### src/sv/rmp_pkg.sv
// Package for the sound chip channel remapper.
// Holds item types, register codes, mode codes and configuration indexes.
// Used by the top level, its checker and the testbench.
package rmp_pkg;

	localparam int CFG_IDX_W  = 3;
	localparam int CFG_DATA_W = 14;

	// Configuration register indexes.
	localparam logic [CFG_IDX_W-1:0] CFG_MAP_MODE       = 3'd0;
	localparam logic [CFG_IDX_W-1:0] CFG_MAP_TYPE       = 3'd1;
	localparam logic [CFG_IDX_W-1:0] CFG_TARGET_CHANNEL = 3'd2;
	localparam logic [CFG_IDX_W-1:0] CFG_SECOND_CHIP    = 3'd3;
	localparam logic [CFG_IDX_W-1:0] CFG_AUTO_CYCLE     = 3'd4;
	localparam logic [CFG_IDX_W-1:0] CFG_CYCLE_INTERVAL = 3'd5;

	// Map modes.
	localparam logic [1:0] MODE_NONE      = 2'd0;
	localparam logic [1:0] MODE_MUTE      = 2'd1;
	localparam logic [1:0] MODE_MAP_CHIP0 = 2'd2;
	localparam logic [1:0] MODE_MAP_CHIP1 = 2'd3;

	// Map types.
	localparam logic [1:0] TYPE_TONE  = 2'd0;
	localparam logic [1:0] TYPE_NOISE = 2'd1;
	localparam logic [1:0] TYPE_ALL   = 2'd2;

	// Auto cycle modes.
	localparam logic [1:0] CYCLE_OFF        = 2'd0;
	localparam logic [1:0] CYCLE_TONE_ALL   = 2'd1;
	localparam logic [1:0] CYCLE_NOISE_ALL  = 2'd2;
	localparam logic [1:0] CYCLE_ROTATE     = 2'd3;

	// Opcodes.
	localparam logic OP_WRITE = 1'b0;
	localparam logic OP_TICK  = 1'b1;

	// Sound chip register numbers.
	localparam logic [4:0] REG_AMP   = 5'h00;
	localparam logic [4:0] REG_FREQ  = 5'h08;
	localparam logic [4:0] REG_OCT   = 5'h10;
	localparam logic [4:0] REG_FEN   = 5'h14;
	localparam logic [4:0] REG_NEN   = 5'h15;
	localparam logic [4:0] REG_NCTL  = 5'h16;
	localparam logic [4:0] REG_SND   = 5'h1C;

	localparam logic [4:0] REG_MASK   = 5'h1F;
	localparam logic [7:0] MASK_OCT   = 8'hF0;
	localparam logic [7:0] MASK_NCTL  = 8'h07;
	localparam logic [7:0] MASK_BIT0  = 8'hFE;
	localparam logic [7:0] MASK_BIT01 = 8'hFC;

	localparam logic [2:0] LAST_LOW_CHANNEL = 3'd2;

	typedef struct packed {
		logic       opcode;
		logic       chip_slot;
		logic [7:0] reg_addr;
		logic [7:0] reg_data;
	} in_item_t;

	typedef struct packed {
		logic       write_slot;
		logic [4:0] write_reg;
		logic [7:0] write_data;
		logic       last_write;
	} out_item_t;

endpackage

### src/sv/rmp_stream_if.sv
// Valid/ready stream interface for the remapper channels.
// The payload type is a parameter; the item types come from rmp_pkg.
interface rmp_stream_if #(
	parameter type T = logic
) ();
	logic valid;
	logic ready;
	T     payload;

	modport source (output valid, output payload, input ready);
	modport sink (input valid, input payload, output ready);
endinterface

### src/sv/sound_chip_channel_remapper.sv
// Channel remapper for a pair of six-channel sound chips.
// Depends on rmp_pkg and rmp_stream_if.
//
// The block accepts one item per cycle, when not stalled, into an input register, decodes
// it there and loads up to two bus writes into a two-entry result register. Ticks and
// writes that cause no bus write leave without waiting on the output; a write that causes
// one bus write leaves once the result register drains, so such items flow at one per
// cycle while the output is not stalled. A redirected write plus the original holds the
// result register until both leave by the single output port. The user must write
// configuration through the plain write port while the block is idle; it is not enforced.
module sound_chip_channel_remapper import rmp_pkg::*; (
	input  logic                  clk,
	input  logic                  arst_n,
	rmp_stream_if.sink            in_ch,
	rmp_stream_if.source          out_ch,
	input  logic                  cfg_we,
	input  logic [CFG_IDX_W-1:0]  cfg_idx,
	input  logic [CFG_DATA_W-1:0] cfg_wdata
);

	logic [1:0]            map_mode_q;
	logic [2:0]            target_q;
	logic                  second_chip_q;
	logic [1:0]            auto_cycle_q;
	logic [CFG_DATA_W-1:0] interval_q;
	logic [1:0]            cur_type_q;
	logic [CFG_DATA_W-1:0] tick_q;

	logic      valid_s1;
	in_item_t  item_s1;

	logic [1:0] cnt_q;
	out_item_t  res0_q;
	out_item_t  res1_q;

	logic       is_tick;
	logic [4:0] reg5;
	logic [7:0] din;
	logic       ts;
	logic       tone;
	logic       noise;
	logic       mute;
	logic       remap;
	logic       extra_v;
	out_item_t  extra;
	logic       orig_v;
	out_item_t  orig;
	out_item_t  first;
	logic [1:0] nres;
	logic       out_fire;
	logic       out_room;
	logic       s1_go;
	logic       tick_en;
	logic [CFG_DATA_W-1:0] tick_inc;

	function automatic logic [1:0] next_type(input logic [1:0] mode, input logic [1:0] cur);
		logic [1:0] r;
		case (mode)
			CYCLE_TONE_ALL:  r = (cur == TYPE_TONE) ? TYPE_ALL : TYPE_TONE;
			CYCLE_NOISE_ALL: r = (cur == TYPE_NOISE) ? TYPE_ALL : TYPE_NOISE;
			default:         r = (cur >= TYPE_ALL) ? TYPE_TONE : cur + 2'd1;
		endcase
		return r;
	endfunction

	assign is_tick = (item_s1.opcode == OP_TICK);
	assign reg5    = item_s1.reg_addr[4:0] & REG_MASK;
	assign din     = item_s1.reg_data;
	assign ts      = (map_mode_q == MODE_MAP_CHIP1);
	assign tone    = (cur_type_q == TYPE_TONE) || (cur_type_q == TYPE_ALL);
	assign noise   = (cur_type_q == TYPE_NOISE) || (cur_type_q == TYPE_ALL);

	always_comb begin
		mute  = 1'b0;
		remap = 1'b0;
		if (!item_s1.chip_slot && map_mode_q != MODE_NONE) begin
			if (map_mode_q == MODE_MUTE) begin
				mute = 1'b1;
			end else if (ts && !second_chip_q) begin
				mute = 1'b1;
			end else if (ts || target_q != 3'd0) begin
				remap = 1'b1;
			end
		end
	end

	always_comb begin
		extra_v = 1'b0;
		extra   = '{write_slot: ts, write_reg: reg5, write_data: din, last_write: 1'b0};
		orig_v  = 1'b1;
		orig    = '{write_slot: item_s1.chip_slot, write_reg: reg5, write_data: din,
			last_write: 1'b1};
		if (mute) begin
			case (reg5)
				REG_AMP, REG_FREQ: orig_v = 1'b0;
				REG_OCT:           orig.write_data = din & MASK_OCT;
				REG_FEN, REG_NEN:  orig.write_data = din & MASK_BIT0;
				REG_NCTL:          orig.write_data = din & MASK_BIT01;
				default:           orig_v = 1'b1;
			endcase
		end else if (remap) begin
			case (reg5)
				REG_AMP, REG_FREQ: begin
					if (tone) begin
						extra_v          = 1'b1;
						extra.write_reg  = reg5 + {2'b00, target_q};
						extra.last_write = 1'b1;
						orig_v           = 1'b0;
					end
				end
				REG_OCT: begin
					if (tone) begin
						extra_v          = 1'b1;
						extra.write_reg  = REG_OCT + {3'b000, target_q[2:1]};
						extra.write_data = target_q[0] ? {din[3:0], 4'h0} : {4'h0, din[3:0]};
						orig.write_data  = din & MASK_OCT;
					end
				end
				REG_FEN, REG_NEN: begin
					if ((reg5 == REG_FEN && tone) || (reg5 == REG_NEN && noise)) begin
						extra_v          = din[0];
						extra.write_data = 8'd1 << target_q;
						orig.write_data  = din & MASK_BIT0;
					end
				end
				REG_NCTL: begin
					if (noise) begin
						extra_v          = 1'b1;
						extra.write_data = (target_q <= LAST_LOW_CHANNEL) ?
							(din & MASK_NCTL) : {(din[3:0] & MASK_NCTL[3:0]), 4'h0};
						orig.write_data  = din & ~MASK_NCTL;
					end
				end
				REG_SND: begin
					if (ts) begin
						extra_v          = 1'b1;
						extra.write_slot = 1'b1;
					end
				end
				default: extra_v = 1'b0;
			endcase
		end
	end

	assign first    = extra_v ? extra : orig;
	assign nres     = is_tick ? 2'd0 : ({1'b0, extra_v} + {1'b0, orig_v});
	assign out_fire = out_ch.valid && out_ch.ready;
	assign out_room = (cnt_q == 2'd0) || (cnt_q == 2'd1 && out_fire);
	assign s1_go    = valid_s1 && (nres == 2'd0 || out_room);
	assign tick_en  = s1_go && is_tick && auto_cycle_q != CYCLE_OFF && interval_q != '0;
	assign tick_inc = tick_q + 1'b1;

	assign in_ch.ready    = !valid_s1 || s1_go;
	assign out_ch.valid   = (cnt_q != 2'd0);
	assign out_ch.payload = res0_q;

	always_ff @(posedge clk or negedge arst_n) begin
		if (!arst_n) begin
			map_mode_q    <= MODE_NONE;
			target_q      <= 3'd0;
			second_chip_q <= 1'b0;
			auto_cycle_q  <= CYCLE_OFF;
			interval_q    <= '0;
			cur_type_q    <= TYPE_ALL;
			tick_q        <= '0;
		end else if (cfg_we) begin
			case (cfg_idx)
				CFG_MAP_MODE: map_mode_q <= cfg_wdata[1:0];
				CFG_MAP_TYPE: begin
					if (cfg_wdata[1:0] <= TYPE_ALL) begin
						cur_type_q <= cfg_wdata[1:0];
					end
				end
				CFG_TARGET_CHANNEL: begin
					if (cfg_wdata[2:0] <= 3'd5) begin
						target_q <= cfg_wdata[2:0];
					end
				end
				CFG_SECOND_CHIP: second_chip_q <= cfg_wdata[0];
				CFG_AUTO_CYCLE: begin
					auto_cycle_q <= cfg_wdata[1:0];
					tick_q       <= '0;
					if (cfg_wdata[1:0] == CYCLE_TONE_ALL || cfg_wdata[1:0] == CYCLE_ROTATE) begin
						cur_type_q <= TYPE_TONE;
					end else if (cfg_wdata[1:0] == CYCLE_NOISE_ALL) begin
						cur_type_q <= TYPE_NOISE;
					end
				end
				CFG_CYCLE_INTERVAL: interval_q <= cfg_wdata;
				default: interval_q <= interval_q;
			endcase
		end else if (tick_en) begin
			if (tick_inc >= interval_q) begin
				tick_q     <= '0;
				cur_type_q <= next_type(auto_cycle_q, cur_type_q);
			end else begin
				tick_q <= tick_inc;
			end
		end
	end

	always_ff @(posedge clk or negedge arst_n) begin
		if (!arst_n) begin
			valid_s1 <= 1'b0;
			cnt_q    <= 2'd0;
		end else begin
			if (in_ch.ready) begin
				valid_s1 <= in_ch.valid;
			end
			if (s1_go && nres != 2'd0) begin
				cnt_q <= nres;
			end else if (out_fire) begin
				cnt_q <= cnt_q - 2'd1;
			end
		end
	end

	always_ff @(posedge clk) begin
		if (in_ch.valid && in_ch.ready) begin
			item_s1 <= in_ch.payload;
		end
		if (s1_go && nres != 2'd0) begin
			res0_q <= first;
			res1_q <= orig;
		end else if (out_fire) begin
			res0_q <= res1_q;
		end
	end

endmodule

### src/flat_wrapper.sv
// flat-port wrapper written by rule: the top's interface ports become plain ports
module sound_chip_channel_remapper_flat import rmp_pkg::*;
  (clk, arst_n, cfg_we, cfg_idx, cfg_wdata, in_ch_valid, in_ch_payload, in_ch_ready, out_ch_valid, out_ch_payload, out_ch_ready);
  rmp_stream_if #(.T(in_item_t)) in_ch_i ();
  rmp_stream_if #(.T(out_item_t)) out_ch_i ();
  input  logic clk;
  input  logic arst_n;
  input  logic cfg_we;
  input  logic [CFG_IDX_W-1:0] cfg_idx;
  input  logic [CFG_DATA_W-1:0] cfg_wdata;
  input wire logic [$bits(in_ch_i.valid)-1:0] in_ch_valid;
  input wire logic [$bits(in_ch_i.payload)-1:0] in_ch_payload;
  output wire logic [$bits(in_ch_i.ready)-1:0] in_ch_ready;
  output wire logic [$bits(out_ch_i.valid)-1:0] out_ch_valid;
  output wire logic [$bits(out_ch_i.payload)-1:0] out_ch_payload;
  input wire logic [$bits(out_ch_i.ready)-1:0] out_ch_ready;
  assign in_ch_i.valid = in_ch_valid;
  assign in_ch_i.payload = in_ch_payload;
  assign in_ch_ready = in_ch_i.ready;
  assign out_ch_valid = out_ch_i.valid;
  assign out_ch_payload = out_ch_i.payload;
  assign out_ch_i.ready = out_ch_ready;
  sound_chip_channel_remapper u_core (.clk(clk), .arst_n(arst_n), .in_ch(in_ch_i), .out_ch(out_ch_i), .cfg_we(cfg_we), .cfg_idx(cfg_idx), .cfg_wdata(cfg_wdata));
endmodule
### config.mk
export PLATFORM = sky130hd
export DESIGN_NAME = sound_chip_channel_remapper_flat
export DESIGN_NICKNAME = d
export VERILOG_FILES = /design/src/sv/rmp_pkg.sv /design/src/sv/rmp_stream_if.sv /design/src/sv/sound_chip_channel_remapper.sv /design/src/flat_wrapper.sv
export SDC_FILE = /design/constraint.sdc
export NUM_CORES = 1
export LEC_CHECK = 0
export BUFFER_PORTS_ARGS = -buffer_cell sky130_fd_sc_hd__buf_2
export CAP_MARGIN = 5
export CORE_ASPECT_RATIO = 0.8
export CORE_MARGIN = 2
export CORE_UTILIZATION = 39
export DETAILED_ROUTE_END_ITERATION = 10
export PLACE_DENSITY = 0.61
export RECOVER_POWER = 50
export SYNTH_ARGS = -nofsm -noshare
export SYNTH_HDL_FRONTEND = slang
export SYNTH_SLANG_ARGS = --single-unit
### constraint.sdc
create_clock -name clk -period 4.9 [get_ports clk]
set_clock_uncertainty 0.2 [all_clocks]
set_input_delay 0.735 -clock clk [delete_from_list [all_inputs] [get_ports clk]]
set_output_delay 0.735 -clock clk [all_outputs]
set_load 0.05 [all_outputs]
==> out/metrics.cfg, run 1 <==
[global_routing]
grt_pass1_wl_mm=19.1
grt_pass1_vias=3610
gr-total-overflow=0
antenna_found_initial=0
grt_max_degree=42
grt_use_total=0.182

[critical_path]
cpLargestDelayFamily=simple AND/OR/NAND/NOR gates
worst_setup_path_end_kind=output pin
worstPathArrival_ns=3.27
worstPathMaxFanout=13
cp_cell_sequence=inv_1, ha_1, and2b_2, or4_1, a41oi_2, buf_4, ha_1, o21bai_1, nor2_1, inv_1, buf_2
critPathKind=reg -> out
crit_path_start_kind=flop
crit_buf_inv=4
max_stage_delay_ns=0.54
crit_slowest_cell=dfstp_2
required_ns=3.96

[cells_and_area]
fin_nets=601
fin_util=0.461
final_cell_mix=52 x nand2_1, 44 x edfxtp_1, 40 x inv_1, 40 x dfrtp_1, 36 x buf_2
layout.area.seq_um2=2350
nFillCells=1188
syn2layout_area_growth_pct=14.4
multi_input_area_um2=2310
layout_commonest_cell=nand2_1
fin_cells=709
n_antenna_cell=0
layout-drive-gt1-share=0.182

[logic_synthesis]
synth_top_area_frac=0.268
ys_warn_count=0
synthesis.area_um2=4940
async_flop_share=0.482
syn_inst=481
synth_fp_nets=549
yosysTopAreaCell=edfxtp_1
synth-seq-area-share=0.476
synthTopCellsByArea=edfxtp_1 27%, dfrtp_1 20%, ha_1 6.8%, mux2_2 5.2%, nand2_1 4.0%
synth.distinct_cells=69
ys.flop_type=edfxtp_1
synth_seq_cells=85
syn_area_per_cell_um2=10.3
synth_edf_count=44

[timing]
relSlewSlack=-0.537
tns_ns=0
setup_viol=0
worstMarginPinSlew_ns=2.31
finalHoldViolations=0
period_minus_slack_ns=4.21
max_freq_mhz=238
rsz0062_at_grt=false
slew_violations=42
post-route-period-util=0.858
whs_ns=0.297

[place]
port_buffers=53
gp_congestion=0.870
post-dp-hpwl_mm=8.75
place_inst=693

[floorplanning]
rows=36
io_pins=57
die_y_um=105
start_util=0.403
coreArea_um2=12300
die_width_um=130
dieArea_um2=13600

[flow_run]
cap_violations=1

[clock_network]
cts_hold_buf=0
path_clk_slew_ns=0.07
cts_tree=built
cts_resized=0
clockBufferDepth=2
h-tree-depth=3
cts_inserted_buffers=9
root_buffer=clkbuf_16
clock_sinks=85
insertion_delay_ns=0.35
postCtsSetupRepairBufs=0

[routing]
routed.top_layer=met4
vias=3768
met2WireLength_mm=4.88
met1_length_mm=5.94
drtIter0Drc=347
drt-pass1-iter-count=5
route.met3.wl_um=688
drc=0
routedWlPerCell_um=16.5
ant_nets=0
viasPerCell=5.31
routed_wl_mm=11.7

[pwr]
p_leak_nw=2.33
power.total_mw=2.65
vdd_drop_max_mv=0.175
powerDensity_nw_per_um2=470

[run_status]
violations=max-capacitance violations, max-slew violations
status=finished with violations

[hold_path]
hold_path_class=reg -> reg

## through the flow
| stage | area, um2 | setup slack (ns) |
|---|---|---|
| after global routing | 5650 | 0.521 |
| after global placement | 5350 | 1.03 |
| after floorplan | 4940 | 0.870 |
| final | 5650 | 0.695 |
| after CTS | 5670 | 0.686 |
| after detailed placement | 5350 | 0.970 |
## Yosys cell counts (8+ instances only)
library cell	count
edfxtp_1	44
nand4_1	11
dfrtp_1	40
mux2_2	23
o21ai_1	8
nor2_1	26
clkbuf_1	10
nand2_1	52
a31oi_1	13
o21ai_0	24
a21oi_1	18
xnor2_1	9
nand3_1	24
ha_1	27
inv_1	40
## power breakdown
group | leakage, nW | switching, mW | internal (mW) | total, mW
Combinational | 1.25 | 0.550 | 0.284 | 0.834
Sequential | 0.926 | 0.135 | 0.937 | 1.07
Clock | 0.154 | 0.298 | 0.449 | 0.747
Total | 2.33 | 0.983 | 1.67 | 2.65
## worst paths after layout
path / startpoint / to / slack, ns / cells after the start
setup reg to reg: u_core.tick_q[0] / u_core.tick_q[8] / 0.86 / 14
max in group asynchronous: arst_n / u_core.tick_q[5] / 2.31 / 1
setup / recovery: u_core.cur_type_q[1] / in_ch_ready / 0.69 / 11
hold / removal: u_core.din[7] / u_core.res1_q[8] / 0.30 / 0
hold reg to reg: u_core.din[7] / u_core.res1_q[8] / 0.30 / 0
min in group asynchronous: arst_n / u_core.interval_q[11] / 0.87 / 1
## routing by layer
| layer | GRT usage | vias to the layer above |
|---|---|---|
| met1 | 0.281 | 1798 |
| met3 | 0.0497 | 13 |
| li1 | - | 1859 |
| met2 | 0.249 | 98 |
| met4 | 0.0484 | 0 |
| met5 | 0 | - |
## layout make-up
type                            instances  area share
Timing Repair Buffer                   60      0.0525
Tap cell                              171      0.0379
Multi-Input combinational cell        335       0.409
Inverter                               42      0.0279
Clock buffer                            9      0.0399
Clock inverter                          7      0.0173
Sequential cell                        85       0.416
## registers in the layout, summed over array words and instances, names as in the netlist
name,flops
u_core.interval_q,14
u_core.second_chip_q,1
u_core.target_q,3
u_core.is_tick,1
u_core.item_s1,6
u_core.tick_q,14
u_core.auto_cycle_q,2
u_core.cur_type_q,2
u_core.din,8
u_core.cnt_q,2
u_core.out_ch.payload,15
u_core.map_mode_q,2
u_core.valid_s1,1
u_core.res1_q,14
## worst reg2reg max path: stages, from the launching register on
cell      delay [ns]
dfrtp_1         0.44
ha_1            0.23
nand3_1         0.13
nor2_1          0.43
nand3_1         0.20
nor2_1          0.17
xnor2_1         0.16
inv_1           0.07
ha_1            0.18
a21o_1          0.15
a21o_1          0.17
a211o_1         0.32
a31oi_1         0.42
nand3b_1        0.41
o22ai_1         0.29
## cell families (layout without fill, tap and decap cells)
family                   after synthesis  after routing  synth area share
adder cells (fa/ha/maj)               29             29            0.0745
flip-flops                            85             85             0.476
buffers and inverters                 61            118            0.0568
AND/OR/NAND/NOR                      164            164             0.177
AO/OA/AOI/OAI                        106            106             0.139
multiplexers                          26             26            0.0586
XOR/XNOR                              10             10            0.0177
Power figures use the tool's default switching activity.
==> run 2, diff against run 1 <==
==> constraint.sdc (replaced) <==
create_clock -name clk -period 3.9 [get_ports clk]
set_clock_uncertainty 0.2 [all_clocks]
set_input_delay 0.585 -clock clk [delete_from_list [all_inputs] [get_ports clk]]
set_output_delay 0.585 -clock clk [all_outputs]
set_load 0.05 [all_outputs]
==> run 2 against run 1 <==
  * The run still ends with max-capacitance violations, max-slew violations left
  * Clock power up 33%
  * Worst hold slack lost 0.093 ns
  * Wire length grew 0.75%
  * Non-clock buffer count up 10
  * Via count is 3.1% higher
  * Critical path depth down 1
  * Sequential share of layout area decreased by 0.88 points
  * Combinational power rose by 33%
  * Critical endpoint unchanged
  * Largest cell class unchanged
  * Sequential power grew 24%
  * Die area stayed put
==> out/metrics.cfg, run 2 (synthesized netlist as in run 1, its figures left out) <==
[timing]
post-route-period-util=0.964
max_freq_mhz=266
period_minus_slack_ns=3.76
whs_ns=0.204
setup_ws_ns=0.141
setup_viol=0
tns_ns=0
rsz0062_at_grt=false
worstMarginPinSlew_ns=2.33
relSlewSlack=-0.555
finalHoldViolations=0
slew_violations=42

[clock_network]
clockBufferDepth=2
cts_tree=built
path_clk_slew_ns=0.06
cts_hold_buf=0
insertion_delay_ns=0.35
cts_inserted_buffers=9
clock_sinks=85
h-tree-depth=3
root_buffer=clkbuf_16

[cells_and_area]
fin_nets=611
layout-drive-gt1-share=0.197
final_cell_mix=52 x nand2_1, 44 x edfxtp_1, 40 x inv_1, 40 x dfrtp_1, 33 x buf_2
n_antenna_cell=0
syn2layout_area_growth_pct=16.9
layout_commonest_cell=nand2_1
largest_reg_flops=15
fin_util=0.471
nFillCells=1180

[critical_path]
crit_path_start_kind=flop
cp_cell_sequence=inv_1, ha_4, and2b_2, or4_4, a41oi_4, ha_1, o21bai_2, nor2_2, inv_1, buf_6
setup.worst_path.start=u_core.cur_type_q[1]
crit_buf_inv=3
worst_setup_path_end_kind=output pin
r2r-end=u_core.tick_q[10]
endpoint=in_ch_ready
cpLargestDelayFamily=simple AND/OR/NAND/NOR gates
worstSetupPathDepth=10
r2r_cells=15
worstPathArrival_ns=2.97
cpMostUsedCell=inv_1
crit_slowest_cell=dfstp_2
worst-r2r-setup-slack_ns=0.31
worstPathMaxFanout=5
required_ns=3.12
critPathKind=reg -> out
r2r-start=u_core.tick_q[0]
max_stage_delay_ns=0.54

[flow_run]
cap_violations=1

[run_status]
violations=max-capacitance violations, max-slew violations
status=finished with violations

[global_routing]
grt_pass1_vias=3649
grt_max_degree=42
grt_pass1_wl_mm=19.0
grt_use_total=0.181
gr-total-overflow=0
antenna_found_initial=0

[routing]
routedWlPerCell_um=16.4
drt-pass1-iter-count=5
drc=0
ant_nets=0
vias=3886
routed_wl_mm=11.8
viasPerCell=5.40
drtIter0Drc=420

[place]
post-dp-hpwl_mm=8.65
port_buffers=53
gp_congestion=0.903
pre_cts_ws_ns=0.397

[floorplanning]
dieArea_um2=13600
coreArea_um2=12300
start_util=0.403
die_width_um=130
io_pins=57
rows=36
die_y_um=105

[pwr]
powerDensity_nw_per_um2=594
p_leak_nw=2.39
vdd_drop_max_mv=0.277

[hold_path]
hold_path_class=in -> reg

-- run 2: worst min path at each step --
| stage | from | slack [ns] | to | cells after the start |
|---|---|---|---|---|
| final | in_ch_payload[7] | 0.20 | u_core.din[7] | 1 |
| after global routing | in_ch_payload[7] | 0.20 | u_core.din[7] | 1 |
| after CTS | in_ch_payload[7] | 0.19 | u_core.din[7] | 1 |
| after detailed placement | u_core.din[6] | 0.27 | u_core.res1_q[7] | 0 |
| after global placement | u_core.din[6] | 0.28 | u_core.res1_q[7] | 0 |
| after floorplan | arst_n | 0.09 | u_core.auto_cycle_q[0] | 0 |
-- run 2: cell type report --
cell class / instances / area (um2) / share of cell area
Inverter: 42 / 159 / 0.0275
Timing Repair Buffer: 70 / 368 / 0.0638
Sequential cell: 85 / 2350 / 0.407
Tap cell: 171 / 214 / 0.0371
Clock buffer: 10 / 229 / 0.0397
Clock inverter: 6 / 110 / 0.0191
Multi-Input combinational cell: 335 / 2340 / 0.406
-- run 2: per-stage QoR --
stage	power [mW]	cell area, um2	std cells
after detailed placement	2.43	5410	702
after floorplan	2.13	4940	481
final	3.43	5770	719
after global routing	3.63	5770	719
after global placement	2.40	5410	702
after CTS	3.42	5750	718
-- run 2: report_power, final --
| group | leakage [nW] | internal, mW | switching [mW] |
|---|---|---|---|
| Sequential | 0.926 | 1.18 | 0.149 |
| Clock | 0.161 | 0.626 | 0.365 |
| Combinational | 1.30 | 0.391 | 0.718 |
| Total | 2.39 | 2.19 | 1.23 |
-- run 2: per-layer routing --
metal	global-route usage	vias to the layer above	share of wire
li1	-	1879	-
met5	0	-	0
met4	0.0684	0	0.017
met3	0.0481	14	0.076
met1	0.277	1849	0.50
met2	0.240	144	0.41
-- run 2: timing repair --
action,in CTS,in global routing
setup buffers,0,1
endpoints found under the setup margin,0,1
resized for setup,0,8
